## config.mk

```make
export PLATFORM = sky130hd
export DESIGN_NAME = stop_and_wait_supervision_link
export DESIGN_NICKNAME = d
export VERILOG_FILES = /design/src/rtl/swsl_pkg.sv /design/src/rtl/swsl_front.sv /design/src/rtl/swsl_cmd_fifo.sv /design/src/rtl/swsl_back.sv /design/src/rtl/stop_and_wait_supervision_link.sv
export SDC_FILE = /design/constraint.sdc
export NUM_CORES = 1
export LEC_CHECK = 0
export ABC_CLOCK_PERIOD_IN_PS = 4700
export BUFFER_PORTS_ARGS = -buffer_cell sky130_fd_sc_hd__clkbuf_2
export CAP_MARGIN = 15
export CELL_PAD_IN_SITES_DETAIL_PLACEMENT = 2
export CELL_PAD_IN_SITES_GLOBAL_PLACEMENT = 2
export CORE_MARGIN = 4
export CORE_UTILIZATION = 42
export DETAILED_ROUTE_END_ITERATION = 10
export PLACE_DENSITY = 0.77
export SLEW_MARGIN = 20
export SYNTH_ARGS = -nofsm -noshare
export SYNTH_HDL_FRONTEND = slang
export SYNTH_HIERARCHICAL = 1
export SYNTH_SLANG_ARGS = --single-unit
```

## constraint.sdc

```tcl
create_clock -name i_clk -period 4.7 [get_ports i_clk]
set_clock_uncertainty 0.05 [all_clocks]
set_input_delay 0.94 -clock i_clk [delete_from_list [all_inputs] [get_ports i_clk]]
set_output_delay 0.94 -clock i_clk [all_outputs]
set_load 0.02 [all_outputs]
```

## src/rtl/swsl_pkg.sv

```systemverilog
`default_nettype none
// ----------------------------------------------------------------------------
// swsl_pkg: shared types and constants for the stop-and-wait supervision link
// Holds the channel payload structs, operation and result codes, register
// indexes and the command format passed from the front end to the back end.
// ----------------------------------------------------------------------------
package swsl_pkg;

    // Number of bytes in one supervision frame.
    localparam int FRAME_LEN = 5;
    localparam int BEAT_W    = $clog2(FRAME_LEN);

    // Default depth of the command queue between front and back end.
    localparam int CMD_DEPTH_DEFAULT = 4;

    // Reset values of the configuration registers.
    localparam logic [7:0]  FLAG_RESET    = 8'd126;
    localparam logic [7:0]  ADDR_RESET    = 8'd3;
    localparam logic [3:0]  MAXATT_RESET  = 4'd3;
    localparam logic [15:0] TIMEOUT_RESET = 16'd3;

    // Input operation codes.
    typedef enum logic [1:0] {
        OP_START  = 2'd0,
        OP_RXBYTE = 2'd1,
        OP_TICK   = 2'd2,
        OP_NONE   = 2'd3
    } t_op;

    // Result kinds.
    typedef enum logic [1:0] {
        KIND_TX   = 2'd0,
        KIND_OK   = 2'd1,
        KIND_FAIL = 2'd2
    } t_kind;

    // Configuration register indexes.
    typedef enum logic [1:0] {
        CFG_FLAG    = 2'd0,
        CFG_ADDR    = 2'd1,
        CFG_MAXATT  = 2'd2,
        CFG_TIMEOUT = 2'd3
    } t_cfg_idx;

    // One input transaction.
    typedef struct packed {
        logic [1:0] op;
        logic [7:0] data_byte;
        logic [7:0] control_to_send;
        logic [7:0] control_to_expect;
    } t_in_item;

    // One result transaction.
    typedef struct packed {
        t_kind      kind;
        logic [7:0] tx_byte;
        logic       last;
    } t_out_item;

    // Command from front end to back end: a frame to send or a report.
    typedef struct packed {
        t_kind      kind;
        logic [7:0] flag;
        logic [7:0] addr;
        logic [7:0] ctrl;
    } t_cmd;

endpackage : swsl_pkg
`default_nettype wire

```

## src/rtl/swsl_front.sv

```systemverilog
`default_nettype none
// ----------------------------------------------------------------------------
// swsl_front: item classification and link protocol state
// Accepts input transactions, runs the answer-frame recognizer and the
// retry timer, holds the configuration registers and queues commands.
// ----------------------------------------------------------------------------
module swsl_front
    import swsl_pkg::*;
(
    input  wire logic       i_clk,
    input  wire logic       i_rst_n,
    // Input channel
    input  wire logic       i_in_valid,
    output logic            o_in_stall,
    input  wire t_in_item   i_in_item,
    // Configuration write channel
    input  wire logic       i_cfg_valid,
    output logic            o_cfg_ready,
    input  wire logic [1:0] i_cfg_index,
    input  wire logic [15:0] i_cfg_data,
    // Command queue write side
    input  wire logic       i_q_full,
    output logic            o_q_push,
    output t_cmd            o_q_cmd
);

    // One-hot recognizer positions.
    typedef enum logic [4:0] {
        RX_FLAG  = 5'b00001,
        RX_ADDR  = 5'b00010,
        RX_CTRL  = 5'b00100,
        RX_CHECK = 5'b01000,
        RX_CLOSE = 5'b10000
    } t_rx_state;

    logic [7:0]  r_flag;
    logic [7:0]  r_addr;
    logic [3:0]  r_max_att;
    logic [15:0] r_timeout;

    logic        r_active,   n_active;
    t_rx_state   r_rx_state, n_rx_state;
    logic [3:0]  r_attempts, n_attempts;
    logic [15:0] r_ticks,    n_ticks;
    logic [7:0]  r_sent_ctrl, n_sent_ctrl;
    logic [7:0]  r_exp_ctrl,  n_exp_ctrl;

    logic        accept;
    logic [15:0] reload;
    logic [3:0]  att_inc;
    logic [7:0]  b;

    assign o_in_stall  = i_q_full;
    assign o_cfg_ready = 1'b1;
    assign accept      = i_in_valid & ~i_q_full;
    assign reload      = (r_timeout == 16'd0) ? 16'd1 : r_timeout;
    assign att_inc     = (r_attempts < 4'd15) ? r_attempts + 4'd1 : r_attempts;
    assign b           = i_in_item.data_byte;

    // Configuration registers.
    always_ff @(posedge i_clk) begin
        if (!i_rst_n) begin
            r_flag    <= FLAG_RESET;
            r_addr    <= ADDR_RESET;
            r_max_att <= MAXATT_RESET;
            r_timeout <= TIMEOUT_RESET;
        end else if (i_cfg_valid) begin
            unique case (t_cfg_idx'(i_cfg_index))
                CFG_FLAG:    r_flag    <= i_cfg_data[7:0];
                CFG_ADDR:    r_addr    <= i_cfg_data[7:0];
                CFG_MAXATT:  r_max_att <= i_cfg_data[3:0];
                CFG_TIMEOUT: r_timeout <= i_cfg_data;
                default:     r_flag    <= r_flag;
            endcase
        end
    end

    // Next-state and command generation for one accepted transaction.
    always_comb begin
        n_active    = r_active;
        n_rx_state  = r_rx_state;
        n_attempts  = r_attempts;
        n_ticks     = r_ticks;
        n_sent_ctrl = r_sent_ctrl;
        n_exp_ctrl  = r_exp_ctrl;
        o_q_push    = 1'b0;
        o_q_cmd     = '{kind: KIND_TX, flag: r_flag, addr: r_addr, ctrl: r_sent_ctrl};

        if (accept) begin
            unique case (t_op'(i_in_item.op))
                OP_START: begin
                    n_sent_ctrl  = i_in_item.control_to_send;
                    n_exp_ctrl   = i_in_item.control_to_expect;
                    n_attempts   = 4'd0;
                    n_active     = 1'b1;
                    n_rx_state   = RX_FLAG;
                    n_ticks      = reload;
                    o_q_push     = 1'b1;
                    o_q_cmd.ctrl = i_in_item.control_to_send;
                end
                OP_RXBYTE: begin
                    if (r_active) begin
                        unique case (r_rx_state)
                            RX_FLAG: begin
                                if (b == r_flag) n_rx_state = RX_ADDR;
                            end
                            RX_ADDR: begin
                                if (b == r_addr)      n_rx_state = RX_CTRL;
                                else if (b == r_flag) n_rx_state = RX_ADDR;
                                else                  n_rx_state = RX_FLAG;
                            end
                            RX_CTRL: begin
                                if (b == r_exp_ctrl)  n_rx_state = RX_CHECK;
                                else if (b == r_flag) n_rx_state = RX_ADDR;
                                else                  n_rx_state = RX_FLAG;
                            end
                            RX_CHECK: begin
                                if (b == (r_addr ^ r_exp_ctrl)) n_rx_state = RX_CLOSE;
                                else                            n_rx_state = RX_FLAG;
                            end
                            RX_CLOSE: begin
                                n_rx_state = RX_FLAG;
                                if (b == r_flag) begin
                                    n_active     = 1'b0;
                                    o_q_push     = 1'b1;
                                    o_q_cmd.kind = KIND_OK;
                                end
                            end
                            default: n_rx_state = RX_FLAG;
                        endcase
                    end
                end
                OP_TICK: begin
                    if (r_active) begin
                        if (r_ticks > 16'd1) begin
                            n_ticks = r_ticks - 16'd1;
                        end else begin
                            n_attempts = att_inc;
                            n_rx_state = RX_FLAG;
                            o_q_push   = 1'b1;
                            if (att_inc >= r_max_att) begin
                                // Out of attempts: report failure and go idle.
                                n_ticks      = 16'd0;
                                n_active     = 1'b0;
                                o_q_cmd.kind = KIND_FAIL;
                            end else begin
                                // Timeout: resend the frame and rearm the timer.
                                n_ticks = reload;
                            end
                        end
                    end
                end
                default: begin
                    n_active = r_active;
                end
            endcase
        end
    end

    // Protocol state registers.
    always_ff @(posedge i_clk) begin
        if (!i_rst_n) begin
            r_active    <= 1'b0;
            r_rx_state  <= RX_FLAG;
            r_attempts  <= 4'd0;
            r_ticks     <= 16'd0;
            r_sent_ctrl <= 8'd0;
            r_exp_ctrl  <= 8'd0;
        end else begin
            r_active    <= n_active;
            r_rx_state  <= n_rx_state;
            r_attempts  <= n_attempts;
            r_ticks     <= n_ticks;
            r_sent_ctrl <= n_sent_ctrl;
            r_exp_ctrl  <= n_exp_ctrl;
        end
    end

endmodule : swsl_front
`default_nettype wire

```

## src/rtl/swsl_cmd_fifo.sv

```systemverilog
`default_nettype none
// ----------------------------------------------------------------------------
// swsl_cmd_fifo: command queue between front and back end
// A small first-in first-out buffer of frame and report commands.
// ----------------------------------------------------------------------------
module swsl_cmd_fifo
    import swsl_pkg::*;
#(
    parameter int DEPTH = CMD_DEPTH_DEFAULT
)
(
    input  wire logic i_clk,
    input  wire logic i_rst_n,
    input  wire logic i_push,
    input  wire t_cmd i_cmd,
    output logic      o_full,
    input  wire logic i_pop,
    output logic      o_empty,
    output t_cmd      o_cmd
);

    localparam int PTR_W = (DEPTH > 1) ? $clog2(DEPTH) : 1;
    localparam int CNT_W = $clog2(DEPTH + 1);
    localparam logic [PTR_W-1:0] PTR_LAST = PTR_W'(DEPTH - 1);
    localparam logic [CNT_W-1:0] CNT_FULL = CNT_W'(DEPTH);

    t_cmd             r_mem [DEPTH];
    logic [PTR_W-1:0] r_wr_ptr;
    logic [PTR_W-1:0] r_rd_ptr;
    logic [CNT_W-1:0] r_count;

    logic do_push;
    logic do_pop;

    assign o_full  = (r_count == CNT_FULL);
    assign o_empty = (r_count == '0);
    assign do_push = i_push & ~o_full;
    assign do_pop  = i_pop & ~o_empty;
    assign o_cmd   = r_mem[r_rd_ptr];

    // Storage write.
    always_ff @(posedge i_clk) begin
        if (do_push) begin
            r_mem[r_wr_ptr] <= i_cmd;
        end
    end

    // Pointers and fill count.
    always_ff @(posedge i_clk) begin
        if (!i_rst_n) begin
            r_wr_ptr <= '0;
            r_rd_ptr <= '0;
            r_count  <= '0;
        end else begin
            if (do_push) begin
                r_wr_ptr <= (r_wr_ptr == PTR_LAST) ? '0 : r_wr_ptr + PTR_W'(1);
            end
            if (do_pop) begin
                r_rd_ptr <= (r_rd_ptr == PTR_LAST) ? '0 : r_rd_ptr + PTR_W'(1);
            end
            if (do_push && !do_pop) begin
                r_count <= r_count + CNT_W'(1);
            end else if (do_pop && !do_push) begin
                r_count <= r_count - CNT_W'(1);
            end
        end
    end

endmodule : swsl_cmd_fifo
`default_nettype wire

```

## src/rtl/swsl_back.sv

```systemverilog
`default_nettype none
// ----------------------------------------------------------------------------
// swsl_back: result generator
// Expands frame commands into five transmit bytes and reports into single
// results, one per unstalled cycle, through a registered output stage.
// ----------------------------------------------------------------------------
module swsl_back
    import swsl_pkg::*;
(
    input  wire logic  i_clk,
    input  wire logic  i_rst_n,
    // Command queue read side
    input  wire logic  i_q_empty,
    input  wire t_cmd  i_q_cmd,
    output logic       o_q_pop,
    // Output channel
    output logic       o_out_valid,
    input  wire logic  i_out_stall,
    output t_out_item  o_out_item
);

    localparam logic [BEAT_W-1:0] BEAT_LAST = BEAT_W'(FRAME_LEN - 1);

    logic              r_busy;
    t_cmd              r_cmd;
    logic [BEAT_W-1:0] r_beat;
    logic              r_out_valid;
    t_out_item         r_out_item;

    logic              advance;
    logic              have_src;
    t_cmd              src_cmd;
    logic [BEAT_W-1:0] src_beat;
    t_out_item         beat_item;

    assign advance  = ~r_out_valid | ~i_out_stall;
    assign have_src = r_busy | ~i_q_empty;
    assign src_cmd  = r_busy ? r_cmd : i_q_cmd;
    assign src_beat = r_busy ? r_beat : '0;
    assign o_q_pop  = advance & ~r_busy & ~i_q_empty;

    // Build the result for the current beat of the current command.
    always_comb begin
        beat_item = '{kind: src_cmd.kind, tx_byte: 8'd0, last: 1'b1};
        if (src_cmd.kind == KIND_TX) begin
            beat_item.last = (src_beat == BEAT_LAST);
            case (src_beat)
                BEAT_W'(0): beat_item.tx_byte = src_cmd.flag;
                BEAT_W'(1): beat_item.tx_byte = src_cmd.addr;
                BEAT_W'(2): beat_item.tx_byte = src_cmd.ctrl;
                BEAT_W'(3): beat_item.tx_byte = src_cmd.addr ^ src_cmd.ctrl;
                default:    beat_item.tx_byte = src_cmd.flag;
            endcase
        end
    end

    // Command hold register and beat counter.
    always_ff @(posedge i_clk) begin
        if (!i_rst_n) begin
            r_busy <= 1'b0;
            r_beat <= '0;
        end else if (advance && have_src) begin
            if (beat_item.last) begin
                r_busy <= 1'b0;
                r_beat <= '0;
            end else begin
                r_busy <= 1'b1;
                r_beat <= src_beat + BEAT_W'(1);
            end
        end
    end

    always_ff @(posedge i_clk) begin
        if (advance && !r_busy) begin
            r_cmd <= i_q_cmd;
        end
    end

    // Output register.
    always_ff @(posedge i_clk) begin
        if (!i_rst_n) begin
            r_out_valid <= 1'b0;
        end else if (advance) begin
            r_out_valid <= have_src;
        end
    end

    always_ff @(posedge i_clk) begin
        if (advance) begin
            r_out_item <= beat_item;
        end
    end

    assign o_out_valid = r_out_valid;
    assign o_out_item  = r_out_item;

endmodule : swsl_back
`default_nettype wire

```

## src/rtl/stop_and_wait_supervision_link.sv

```systemverilog
`default_nettype none
// ----------------------------------------------------------------------------
// stop_and_wait_supervision_link: supervision frame exchange with retries
// Input transactions are start, received byte and time tick events; each
// is taken when i_in_valid is high and o_in_stall is low. A start sends a
// five-byte frame (flag, address, control, check, flag), then received
// bytes are matched against the expected answer frame and ticks count down
// the per-attempt timeout. A timeout resends the frame until the attempt
// limit, then a failure result is given; a matched answer gives success.
// Results leave on the output channel when o_out_valid is high and
// i_out_stall is low; the last result of each input has last set.
// An accepted input's command is written to the command queue, and its first
// result is then registered at the output. One input is taken per cycle while
// the four-entry command queue has room; a frame leaves as five output bytes,
// so a stream of frame-producing inputs settles at the output byte rate.
// A stalled receiver holds the output register, the queue fills, and then
// o_in_stall rises. Configuration writes are always ready. Reset clears
// the exchange state, the queue and the output and loads register defaults.
// ----------------------------------------------------------------------------
module stop_and_wait_supervision_link
    import swsl_pkg::*;
#(
    parameter int CMD_DEPTH = CMD_DEPTH_DEFAULT
)
(
    input  wire logic        i_clk,
    input  wire logic        i_rst_n,
    // Input channel
    input  wire logic        i_in_valid,
    output logic             o_in_stall,
    input  wire t_in_item    i_in_item,
    // Output channel
    output logic             o_out_valid,
    input  wire logic        i_out_stall,
    output t_out_item        o_out_item,
    // Configuration write channel
    input  wire logic        i_cfg_valid,
    output logic             o_cfg_ready,
    input  wire logic [1:0]  i_cfg_index,
    input  wire logic [15:0] i_cfg_data
);

    logic q_push;
    logic q_full;
    logic q_pop;
    logic q_empty;
    t_cmd q_wr_cmd;
    t_cmd q_rd_cmd;

    // Front end: protocol state and command issue.
    swsl_front u_front (
        .i_clk       (i_clk),
        .i_rst_n     (i_rst_n),
        .i_in_valid  (i_in_valid),
        .o_in_stall  (o_in_stall),
        .i_in_item   (i_in_item),
        .i_cfg_valid (i_cfg_valid),
        .o_cfg_ready (o_cfg_ready),
        .i_cfg_index (i_cfg_index),
        .i_cfg_data  (i_cfg_data),
        .i_q_full    (q_full),
        .o_q_push    (q_push),
        .o_q_cmd     (q_wr_cmd)
    );

    // Command queue.
    swsl_cmd_fifo #(
        .DEPTH (CMD_DEPTH)
    ) u_fifo (
        .i_clk   (i_clk),
        .i_rst_n (i_rst_n),
        .i_push  (q_push),
        .i_cmd   (q_wr_cmd),
        .o_full  (q_full),
        .i_pop   (q_pop),
        .o_empty (q_empty),
        .o_cmd   (q_rd_cmd)
    );

    // Back end: result generation.
    swsl_back u_back (
        .i_clk       (i_clk),
        .i_rst_n     (i_rst_n),
        .i_q_empty   (q_empty),
        .i_q_cmd     (q_rd_cmd),
        .o_q_pop     (q_pop),
        .o_out_valid (o_out_valid),
        .i_out_stall (i_out_stall),
        .o_out_item  (o_out_item)
    );

endmodule : stop_and_wait_supervision_link
`default_nettype wire

```

==> flow_metrics.env <==
export IMPL_critPathCaptureType="flip-flop"
export IMPL_cts_root_buffer="clkbuf_16"
export IMPL_overflow=0
export IMPL_instances_no_fill=1291
export IMPL_fmax_mhz=234.7
export IMPL_grt_pass1_wl_mm=47.84
export IMPL_cts_sinks=233
export IMPL_crit_fanout=7
export IMPL_max_slew_margin_rel_pct=33.86
export IMPL_drive_gt1_share_pct=18.72
export IMPL_synth_area_per_cell_um2=11.87
export IMPL_layout_common_cells="nand2_1, edfxtp_1, dfxtp_1"
export IMPL_synth_seq_cells=233
export IMPL_ys_types=71
export IMPL_crit_type="reg2reg"
export IMPL_numCtsBuffers=27
export IMPL_cts_hold_buf=0
export IMPL_cts_tree="done"
export IMPL_maxSlewViolCount=0
export IMPL_fin_crit_sh_pct=90.66
export IMPL_worst_pin_slew_ns=0.9899
export IMPL_fp_dieW_um=166.7
export IMPL_hpwl_mm=21.63
export IMPL_antenna_left=0
export IMPL_place_inst=1241
export IMPL_firstDrtPassIters=4
export IMPL_peakVddDrop_v=0.0002976
export IMPL_io_pins=63
export IMPL_crit_required_ns=5.09
export IMPL_synthesis_nets=958
export IMPL_drt_total_wl_mm=30.28
export IMPL_final_common_cell="nand2_1"
export IMPL_hold_viol_final=0
export IMPL_vias=7262
export IMPL_start_util_pct=43.09
export IMPL_gp_congestion=0.8445
export IMPL_clk_path_buf_depth=3
export IMPL_start_kind="flip-flop"
export IMPL_cts_setup_buffers=0
export IMPL_cp_arrival_ns=4.65
export IMPL_first_iter_violations=434
export IMPL_avgRoutedWirePerCell_um=23.45
export IMPL_min_period_ns=4.261
export IMPL_ctsResizeCount=0
export IMPL_p_leak_nw=4.340
export IMPL_track_usage_pct=21.50
export IMPL_grt_pass1_vias=8250
export IMPL_design_die_area_um2=27780
export IMPL_h_tree_depth=1
export IMPL_rrSetupSlack_ns=0.44
export IMPL_portBuffers=61
export IMPL_setup_viol=0
export IMPL_grt_max_degree=55
export IMPL_n_antenna_cell=0
export IMPL_synthesis_area_um2=10570
export IMPL_antenna_found_initial=0
export IMPL_syn_to_final_growth_pct=14.13
export IMPL_max_cap_violations=0
export IMPL_run_status="finished, final reports clean"
export IMPL_nets=1013
export IMPL_ys_warn_count=6
export IMPL_synth_main_ff_cell="edfxtp_1"
export IMPL_worstSkewPairLatency_ns=0.53
export IMPL_rows=57
export IMPL_dieHeight_um=166.7
export IMPL_core_area_um2=24530
export IMPL_synthCells=891
export IMPL_fin_setup_tns_ns=0
export IMPL_hold_class="reg2reg"
export IMPL_via_per_inst=5.625
export IMPL_synth_async_sr_flop_share_pct=0
export IMPL_rsz0062_at_grt="no"
export IMPL_synth_edf_count=141
export IMPL_drc_errors=0
export IMPL_power_density_nw_per_um2=505.0
export IMPL_yosysSeqAreaShare_pct=57.47
export IMPL_clkSlewWorstSetupHoldPaths_ns=0.06
area by class of cell:
type	count	area (um^2)
fill	2469	12470
sequential	233	6076
multi-input combinational	594	4177
clock buffer	37	794.5
tap	324	405.4
timing repair buffer	73	395.4
clock inverter	13	155.1
inverter	17	63.81
metrics by stage:
| stage | cell area (um^2) | hold slack (ns) | total power, mW | setup slack [ns] | util, % |
|---|---|---|---|---|---|
| global placement | 11120 | 0.4160 | 3.798 | 0.7964 | 45.31 |
| global route | 12070 | 0.4765 | 6.366 | 0.2666 | 49.18 |
| finish | 12070 | 0.4401 | 6.093 | 0.4392 | 49.18 |
| CTS | 12070 | 0.4456 | 6.150 | 0.4208 | 49.18 |
| floorplan | 10570 | 0.3928 | 3.537 | 1.005 | - |
| detailed placement | 11120 | 0.4324 | 3.931 | 0.5114 | 45.31 |
Yosys cell counts, types with 3 or more instances:
cell / number / share of area, %
mux2_2: 10 / 1.1
and3_1: 6 / 0.36
inv_1: 16 / 0.57
o21ai_0: 18 / 0.85
mux4_1: 6 / 1.5
edfxtp_1: 141 / 40
mux2i_1: 9 / 0.85
nor3b_1: 3 / 0.21
or3_2: 3 / 0.21
clkbuf_1: 25 / 0.89
nand3b_1: 6 / 0.43
buf_4: 3 / 0.21
a221oi_1: 9 / 0.75
buf_6: 3 / 0.32
and2_1: 14 / 0.83
xnor2_1: 34 / 2.8
mux4_2: 20 / 4.3
nor3b_2: 8 / 0.95
a211oi_1: 15 / 1.1
ha_1: 17 / 2.0
o211ai_1: 13 / 0.92
buf_2: 13 / 0.62
nand2b_1: 4 / 0.24
nand2_1: 156 / 5.5
xor2_1: 12 / 0.99
a21oi_1: 19 / 0.90
nor2b_1: 8 / 0.47
nand4_1: 8 / 0.47
dfxtp_1: 92 / 17
nor4_1: 7 / 0.41
a21boi_0: 29 / 2.1
nor3_1: 14 / 0.66
or2_2: 3 / 0.18
o21ai_1: 5 / 0.24
o21a_1: 3 / 0.21
nor2_1: 46 / 1.6
a21boi_1: 16 / 1.1
o22ai_1: 5 / 0.30
nand3_1: 30 / 1.4
registers in the layout, indices dropped and copies added, names as in the netlist, 3 cells and up, named ones only:
signal	flops
u_front/r_max_att	4
u_fifo/r_count	3
u_front/r_timeout	16
u_front/r_exp_ctrl	8
u_back/o_out_item	11
u_front/r_flag	8
u_front/r_addr	8
u_fifo/r_mem	104
u_front/r_rx_state	5
u_front/r_ticks	16
u_back/r_beat	3
u_front/r_attempts	4
u_back/r_cmd	26
u_front/r_sent_ctrl	8
final timing paths:
| path | from | to | depth (start not counted) |
|---|---|---|---|
| max | u_front/r_ticks[8]$_SDFFE_PN0P_ | u_fifo/r_count[2]$_SDFFE_PN0P_ | 12 |
| max reg2reg | u_front/r_ticks[8]$_SDFFE_PN0P_ | u_fifo/r_count[2]$_SDFFE_PN0P_ | 12 |
| min | u_front/r_timeout[0]$_SDFFE_PN1P_ | u_front/r_timeout[0]$_SDFFE_PN1P_ | 2 |
| min reg2reg | u_front/r_timeout[0]$_SDFFE_PN1P_ | u_front/r_timeout[0]$_SDFFE_PN1P_ | 2 |
routing by layer:
metal	up-vias	routed length [um]	global-route usage (%)
met2	120	16240	40.41
met3	51	967	2.299
met1	3723	12280	26.17
li1	3368	-	-
met5	-	0	0
met4	0	785	5.905
power by group:
part	total [mW]	internal (mW)	switching, mW
registers	2.66	2.46	0.200
clock network	2.20	1.35	0.852
logic	1.24	0.480	0.756
worst max-delay path, cell delays in order, from the launching register on:
cell and delay, ns:
dfxtp_1 0.36, or4_4 0.58, or3_4 0.37, nor4b_4 0.47, a31oi_1 0.17, a21oi_1 0.20, nor2b_1 0.50, ha_1 0.29
inv_1 0.07, fa_1 0.39, xor2_1 0.18, or3_1 0.34, a21boi_0 0.21
cell families after synthesis:
family,Yosys count,share of synthesized area [%]
AOI/OAI and AO/OA,150,9.988
xor gates and xnor gates,46,3.811
adders and majority gates,18,2.201
buffers and inverters,64,3.065
DFF,233,57.47
muxes,45,7.669
other,1,0.03547
and+or+nand+nor,334,15.76
(Power assumes the default switching activity.)
